[src/rtl/b2da_pkg.sv]
package b2da_pkg;

  localparam int VALUE_WIDTH_DEF = 32;
  localparam int DIGIT_W         = 4;
  localparam int CHAR_W          = 6;
  localparam logic [CHAR_W-1:0] ASCII_ZERO = 6'd48;

  // decimal digits needed for w bits: floor(w * log10(2)) + 1
  function automatic int num_digits(input int w);
    return ((w * 1233) >> 12) + 1;
  endfunction

  typedef struct packed {
    logic load;
    logic dabble;
    logic shift_digit;
  } b2da_cmd_t;

  typedef struct packed {
    logic top_zero;
  } b2da_sts_t;

endpackage

[src/rtl/binary_to_decimal_ascii_unit.sv]
// channel | ports                                  | word
// --------+----------------------------------------+------------------------------
// input   | in_valid, in_ready, in_value           | one binary value
// output  | out_valid, out_ready, out_digit_char,  | one ascii digit, msd first,
//         | out_last_digit                         | last_digit set on the lsd
//
// one value at a time: a load, then VALUE_WIDTH double dabble steps (shift and
// add-3 per bit), a step per leading zero dropped (at least one digit is kept),
// a step to start emitting, then one digit per cycle while out_ready is high;
// dropped zeros plus digits always make NUM_DIGITS
// output stalls hold the current digit and the whole sequencer
// synchronous active-low reset returns the controller to idle
module binary_to_decimal_ascii_unit #(
  parameter int VALUE_WIDTH = b2da_pkg::VALUE_WIDTH_DEF
) (
  input  logic                        clk,
  input  logic                        rst_n,
  input  logic                        in_valid,
  output logic                        in_ready,
  input  logic [VALUE_WIDTH-1:0]      in_value,
  output logic                        out_valid,
  input  logic                        out_ready,
  output logic [b2da_pkg::CHAR_W-1:0] out_digit_char,
  output logic                        out_last_digit
);
  import b2da_pkg::*;

  localparam int NUM_DIGITS = num_digits(VALUE_WIDTH);

  b2da_cmd_t cmd;
  b2da_sts_t sts;

  b2da_ctrl #(
    .VALUE_WIDTH (VALUE_WIDTH),
    .NUM_DIGITS  (NUM_DIGITS)
  ) u_ctrl (
    .clk            (clk),
    .rst_n          (rst_n),
    .in_valid       (in_valid),
    .in_ready       (in_ready),
    .out_valid      (out_valid),
    .out_ready      (out_ready),
    .out_last_digit (out_last_digit),
    .cmd            (cmd),
    .sts            (sts)
  );

  b2da_datapath #(
    .VALUE_WIDTH (VALUE_WIDTH),
    .NUM_DIGITS  (NUM_DIGITS)
  ) u_dp (
    .clk            (clk),
    .in_value       (in_value),
    .cmd            (cmd),
    .sts            (sts),
    .out_digit_char (out_digit_char)
  );

endmodule

[src/rtl/b2da_datapath.sv]
module b2da_datapath #(
  parameter int VALUE_WIDTH = b2da_pkg::VALUE_WIDTH_DEF,
  parameter int NUM_DIGITS  = b2da_pkg::num_digits(b2da_pkg::VALUE_WIDTH_DEF)
) (
  input  logic                           clk,
  input  logic [VALUE_WIDTH-1:0]         in_value,
  input  b2da_pkg::b2da_cmd_t            cmd,
  output b2da_pkg::b2da_sts_t            sts,
  output logic [b2da_pkg::CHAR_W-1:0]    out_digit_char
);
  import b2da_pkg::*;

  localparam int BCD_W = DIGIT_W * NUM_DIGITS;

  logic [VALUE_WIDTH-1:0] bin_r, bin_nxt;
  logic [BCD_W-1:0]       bcd_r, bcd_nxt;
  logic [BCD_W-1:0]       bcd_adj;
  logic [DIGIT_W-1:0]     top_digit;

  // add 3 to every digit of five or more
  always_comb begin
    for (int i = 0; i < NUM_DIGITS; i++) begin
      if (bcd_r[i*DIGIT_W +: DIGIT_W] >= DIGIT_W'(5)) begin
        bcd_adj[i*DIGIT_W +: DIGIT_W] = bcd_r[i*DIGIT_W +: DIGIT_W] + DIGIT_W'(3);
      end else begin
        bcd_adj[i*DIGIT_W +: DIGIT_W] = bcd_r[i*DIGIT_W +: DIGIT_W];
      end
    end
  end

  always_comb begin
    bin_nxt = bin_r;
    bcd_nxt = bcd_r;
    if (cmd.load) begin
      bin_nxt = in_value;
      bcd_nxt = '0;
    end else if (cmd.dabble) begin
      bin_nxt = {bin_r[VALUE_WIDTH-2:0], 1'b0};
      bcd_nxt = {bcd_adj[BCD_W-2:0], bin_r[VALUE_WIDTH-1]};
    end else if (cmd.shift_digit) begin
      bcd_nxt = {bcd_r[BCD_W-DIGIT_W-1:0], {DIGIT_W{1'b0}}};
    end
  end

  always_ff @(posedge clk) begin
    bin_r <= bin_nxt;
    bcd_r <= bcd_nxt;
  end

  assign top_digit      = bcd_r[BCD_W-1 -: DIGIT_W];
  assign sts.top_zero   = (top_digit == '0);
  assign out_digit_char = ASCII_ZERO + {{(CHAR_W-DIGIT_W){1'b0}}, top_digit};

endmodule

[src/rtl/b2da_ctrl.sv]
module b2da_ctrl #(
  parameter int VALUE_WIDTH = b2da_pkg::VALUE_WIDTH_DEF,
  parameter int NUM_DIGITS  = b2da_pkg::num_digits(b2da_pkg::VALUE_WIDTH_DEF)
) (
  input  logic                clk,
  input  logic                rst_n,
  input  logic                in_valid,
  output logic                in_ready,
  output logic                out_valid,
  input  logic                out_ready,
  output logic                out_last_digit,
  output b2da_pkg::b2da_cmd_t cmd,
  input  b2da_pkg::b2da_sts_t sts
);
  import b2da_pkg::*;

  localparam int BW = $clog2(VALUE_WIDTH + 1);
  localparam int RW = $clog2(NUM_DIGITS + 1);

  typedef enum logic [1:0] {ST_IDLE, ST_CONV, ST_SKIP, ST_EMIT} state_t;

  state_t        state_r, state_nxt;
  logic [BW-1:0] bit_cnt_r, bit_cnt_nxt;
  logic [RW-1:0] rem_r, rem_nxt;

  always_comb begin
    state_nxt   = state_r;
    bit_cnt_nxt = bit_cnt_r;
    rem_nxt     = rem_r;
    cmd         = '0;
    unique case (state_r)
      ST_IDLE: begin
        if (in_valid) begin
          cmd.load    = 1'b1;
          bit_cnt_nxt = BW'(VALUE_WIDTH);
          state_nxt   = ST_CONV;
        end
      end
      ST_CONV: begin
        cmd.dabble  = 1'b1;
        bit_cnt_nxt = bit_cnt_r - BW'(1);
        if (bit_cnt_r == BW'(1)) begin
          rem_nxt   = RW'(NUM_DIGITS);
          state_nxt = ST_SKIP;
        end
      end
      ST_SKIP: begin
        // drop leading zeros, keep at least one digit
        if (sts.top_zero && rem_r != RW'(1)) begin
          cmd.shift_digit = 1'b1;
          rem_nxt         = rem_r - RW'(1);
        end else begin
          state_nxt = ST_EMIT;
        end
      end
      ST_EMIT: begin
        if (out_ready) begin
          cmd.shift_digit = 1'b1;
          rem_nxt         = rem_r - RW'(1);
          if (rem_r == RW'(1)) begin
            state_nxt = ST_IDLE;
          end
        end
      end
      default: state_nxt = ST_IDLE;
    endcase
  end

  always_ff @(posedge clk) begin
    if (!rst_n) begin
      state_r   <= ST_IDLE;
      bit_cnt_r <= '0;
      rem_r     <= '0;
    end else begin
      state_r   <= state_nxt;
      bit_cnt_r <= bit_cnt_nxt;
      rem_r     <= rem_nxt;
    end
  end

  assign in_ready       = (state_r == ST_IDLE);
  assign out_valid      = (state_r == ST_EMIT);
  assign out_last_digit = (rem_r == RW'(1));

endmodule

[config.mk]
export PLATFORM = sky130hd
export DESIGN_NAME = binary_to_decimal_ascii_unit
export DESIGN_NICKNAME = d
export VERILOG_FILES = /design/src/rtl/b2da_pkg.sv /design/src/rtl/binary_to_decimal_ascii_unit.sv /design/src/rtl/b2da_datapath.sv /design/src/rtl/b2da_ctrl.sv
export SDC_FILE = /design/constraint.sdc
export NUM_CORES = 1
export LEC_CHECK = 0
export ABC_AREA = 1
export BUFFER_PORTS_ARGS = -buffer_cell sky130_fd_sc_hd__buf_2
export CORE_ASPECT_RATIO = 1.25
export CORE_MARGIN = 2
export CORE_UTILIZATION = 54
export DETAILED_ROUTE_END_ITERATION = 12
export PLACE_DENSITY_LB_ADDON = 0.3
export SETUP_SLACK_MARGIN = 0.05
export SYNTH_ARGS = -nofsm -noshare
export SYNTH_HDL_FRONTEND = slang
export SYNTH_HIERARCHICAL = 1
export SYNTH_SLANG_ARGS = --single-unit
export TNS_END_PERCENT = 5
[constraint.sdc]
create_clock -name clk -period 2.5 [get_ports clk]
set_input_delay 0.375 -clock clk [delete_from_list [all_inputs] [get_ports clk]]
set_output_delay 0.375 -clock clk [all_outputs]
set_load 0.01 [all_outputs]
==> impl_summary.txt <==
----------------------------------------------------
[Hold path]
  Startpoint of the worst hold path ... in_value[0]
  Type of the worst min-delay path ... primary input to flip-flop
  Hold Path Depth ... 3
  WHS Endpoint ... u_dp/bin_r[0]

[Floorplanning]
  I/O pins ... 45
  Initial Util ... 54.7%
  Placeable core region ... 9030 sq um
  Area of the die ... ~9900 sq um
  Die Y-Extent ... 111 um
  Site row count ... 39
  Die width ... 89.5 um

[Logic synthesis]
  Post-synthesis cell type with the largest combined area ... sky130_fd_sc_hd__dfxtp_1
  Share of the yosys chip area belonging to registers ... 40.5%
  Mapped cell area ... around 4900 sq um
  Number of standard cells after synthesis ... 678
  Average cell area after synthesis ... ~7.3 sq um
  Total of flip-flops plus latches after synthesis ... between 80 and 90
  Number of enable flip-flop cells after synthesis ... 32
  Portion of synthesized cell area occupied by the leading cell type ... 21.1%
  Post-synthesis async set-or-reset flop share ... 0%
  Leading register cell type out of synthesis ... sky130_fd_sc_hd__dfxtp_1
  Leading cell types by total area after synthesis ... sky130_fd_sc_hd__dfxtp_1 21%, sky130_fd_sc_hd__edfxtp_1 19%, sky130_fd_sc_hd__nand2_1 16%
  Library cells used by synthesis ... 33
  Yosys warning count ... 6

[Setup path]
  CP Class ... flip-flop to flip-flop
  Worst Setup Start Kind ... flip-flop
  Required time at the endpoint of the critical path ... 2.75 ns
  Crit-path max cell delay ... 0.34 ns
  Reg2reg path depth ... 14
  Worst R2R Setup Slack ... 0.29 ns
  Endpoint class of the critical path ... flip-flop
  Worst R2R Start ... u_dp/bcd_r[36]
  CP most frequent cell ... sky130_fd_sc_hd__inv_1
  Worst EP arrival ... 2.46 ns
  Peak fanout along the critical path ... 24
  Critical Path, Cell by Cell ... inv_1 -> ha_1 -> inv_1 -> or2_2 -> nor2_1 -> nand2_1 -> inv_1 -> nand2_1 -> o21ai_0 -> inv_1 -> nand2_8 -> buf_4 -> o21ai_1 -> a211oi_1
  Cell at the slowest stage of the critical path ... sky130_fd_sc_hd__dfxtp_1
  FF-to-FF End ... u_dp/bcd_r[19]

[Cells and area]
  Fraction of layout instances using a drive strength above 1 ... 11.7%
  Layout filler cell count ... 802
  Synthesis-to-finish area growth ... 11.9%
  Post-layout nets ... 777
  Commonest non-fill, non-tap cell in the layout ... sky130_fd_sc_hd__nand2_1
  Antenna diodes ... 0
  Most frequent cells in the layout ... 207 x sky130_fd_sc_hd__nand2_1, 93 x sky130_fd_sc_hd__inv_1, 62 x sky130_fd_sc_hd__o21ai_0

[Detailed routing]
  DRC ... 0
  Total wire length ... ~10000 um
  Detailed Routing Iterations Pass 1 ... 5
  Total vias in the final route ... about 4400
  Routed length per instance ... 12.4 um
  Residual antenna-violating net count after detailed routing ... 0
  Iter 0 DRT Violations ... 198
  Vias per cell ... 5.22

[Clocking]
  Later-pin clock latency in the skew report ... 0.34 ns
  Number of clock buffers inserted by TritonCTS ... 9
  CTS tree ... done
  Clock Sinks ... between 80 and 90
  Post-CTS setup buffer count ... 0
  Maximum clock insertion buffer count ... 2
  H-tree depth ... 3
  Clock tree root buffer cell ... sky130_fd_sc_hd__clkbuf_16
  Clock-pin slew on the worst setup and hold paths ... 0.06 ns
  Number of hold buffers added after cts ... 0
  Number of resized instances in the post-cts repair step ... 0

[GRT]
  Grt total ovfl ... 0
  Antenna violations before repair ... 0
  GRT Total Usage ... 22.2%
  Maximum number of pins on one net before global-route repair ... 47
  First-pass GRT wire length ... 17800 um
  Number of global-route vias before repair ... 4262

[STA]
  Final Hold Violating Endpoints ... 0
  RSZ-0062 raised after global routing ... no
  Final number of setup-violating endpoints ... 0
  Final cycle utilization of the critical path ... 88.5%
  Worst Hold Margin ... 0.292 ns
  Clock Skews ... approximately 0.0031 ns
  Post-route minimum period ... roughly 2.2 ns
  Fin. max-slew vios ... 0
  Maximum frequency from static timing analysis ... 0.452 GHz
  Fin Setup TNS ... 0 ns

[Placed design]
  Number of buffers inserted by port buffering ... 42
  Placer's final routability congestion estimate ... between 0.8 and 0.9
  Detail Placement HPWL ... 7160 um

[Flow run]
  Max-capacitance violation count ... 0

[Run status]
  Run status ... completed

[Power]
  Worst IR drop on VDD ... 0.000586 V
  Power Density ... 1320 nW/um^2
  Static Leak ... 2.64 nW

----------------------------------------------------
## how the worst max path moves through the flow
stage / startpoint / end / slack, ns / cells past startpoint
6_report: u_dp/bcd_r[36] / u_dp/bcd_r[19] / 0.29 / 14
2_1_floorplan: u_ctrl/state_r[0] / u_dp/bin_r[0] / 0.27 / 9
3_5_place_dp: u_dp/bcd_r[37] / u_dp/bcd_r[19] / 0.26 / 14
3_3_place_gp: u_dp/bcd_r[36] / u_dp/bcd_r[22] / 0.34 / 15
5_1_grt: u_dp/bcd_r[36] / u_dp/bcd_r[19] / 0.07 / 14
4_1_cts: u_dp/bcd_r[37] / u_dp/bcd_r[19] / 0.24 / 14
## state kept, by name (all words and copies together) (netlist names)
signal,cells
u_ctrl/bit_cnt_r,6
u_ctrl/rem_r,4
u_dp/bcd_r,40
u_dp/bin_r,32
u_ctrl/state_r,2
## final cells by class
class,count,area [sq um],area share (%)
timing repair buffer,51,278,5.03
inverter,98,370,6.70
clock buffer,9,225,4.08
clock inverter,7,67.6,1.22
tap,123,154,2.78
multi-input combinational,468,2430,44.0
sequential,84,2000,36.2
## Yosys cell counts (3+ instances only)
cell	instances
sky130_fd_sc_hd__xor2_1	14
sky130_fd_sc_hd__nor2_1	20
sky130_fd_sc_hd__dfxtp_1	52
sky130_fd_sc_hd__a31oi_1	3
sky130_fd_sc_hd__clkbuf_1	6
sky130_fd_sc_hd__a21oi_1	46
sky130_fd_sc_hd__nand3_1	39
sky130_fd_sc_hd__a211oi_1	8
sky130_fd_sc_hd__o21ai_1	6
sky130_fd_sc_hd__nand4_1	10
sky130_fd_sc_hd__inv_1	93
sky130_fd_sc_hd__ha_1	29
sky130_fd_sc_hd__edfxtp_1	32
sky130_fd_sc_hd__nand2_1	208
sky130_fd_sc_hd__buf_2	15
sky130_fd_sc_hd__buf_4	7
sky130_fd_sc_hd__nor3_1	5
sky130_fd_sc_hd__inv_2	5
sky130_fd_sc_hd__nor2_2	3
sky130_fd_sc_hd__nand2_2	3
sky130_fd_sc_hd__o21ai_0	62
## power breakdown
| part | internal [W] | leakage, nW | switching [W] | total [W] |
|---|---|---|---|---|
| Combinational | 0.00120 | 1.76 | 0.00221 | 0.00341 |
| Sequential | 0.00219 | 0.746 | 0.000385 | 0.00258 |
| Clock | 0.000768 | 0.140 | 0.000549 | 0.00132 |
| Total | 0.00416 | 2.64 | 0.00314 | 0.00730 |
## layer usage
metal,vias up,wire [um],global-route usage [%]
li1,2253,-,-
met1,2025,4510,26.0
met2,89,5430,38.8
met3,16,284,3.20
met4,0,197,9.95
met5,-,0,0
## critical path, delay by kind of cell (launching register included)
kind / cells / cell delay, ns
AOI/OAI and AO/OA: 3 / 0.39
adders and majority gates: 1 / 0.17
buffers and inverters: 5 / 0.52
and+or+nand+nor: 5 / 0.70
DFF: 1 / 0.34
## cells by family (layout without fill, tap and decap cells)
kind of cell             Yosys count  count (layout)  share of synthesized area (%)
other                              1               2                         0.0759
adder cells (fa/ha/maj)           29              29                           7.35
AND/OR/NAND/NOR                  294             294                           25.2
XOR/XNOR                          14              14                           2.48
buffers and inverters            127             165                           10.6
AO/OA/AOI/OAI                    129             129                           13.8
flip-flops                        84              84                           40.5
## metrics by stage
| stage | setup slack [ns] | utilization, % | power, W | std cells | instance area, sq um |
|---|---|---|---|---|---|
| after floorplan | 0.266 | - | 0.00520 | 679 | 4950 |
| after global placement | 0.336 | 57.9 | 0.00578 | 824 | 5220 |
| after detailed placement | 0.261 | 57.9 | 0.00595 | 824 | 5220 |
| after CTS | 0.244 | 61.1 | 0.00729 | 840 | 5520 |
| after global routing | 0.0657 | 61.2 | 0.00798 | 840 | 5530 |
| final | 0.287 | 61.2 | 0.00730 | 840 | 5530 |
Note: power is estimated with default switching activity, not from simulation.
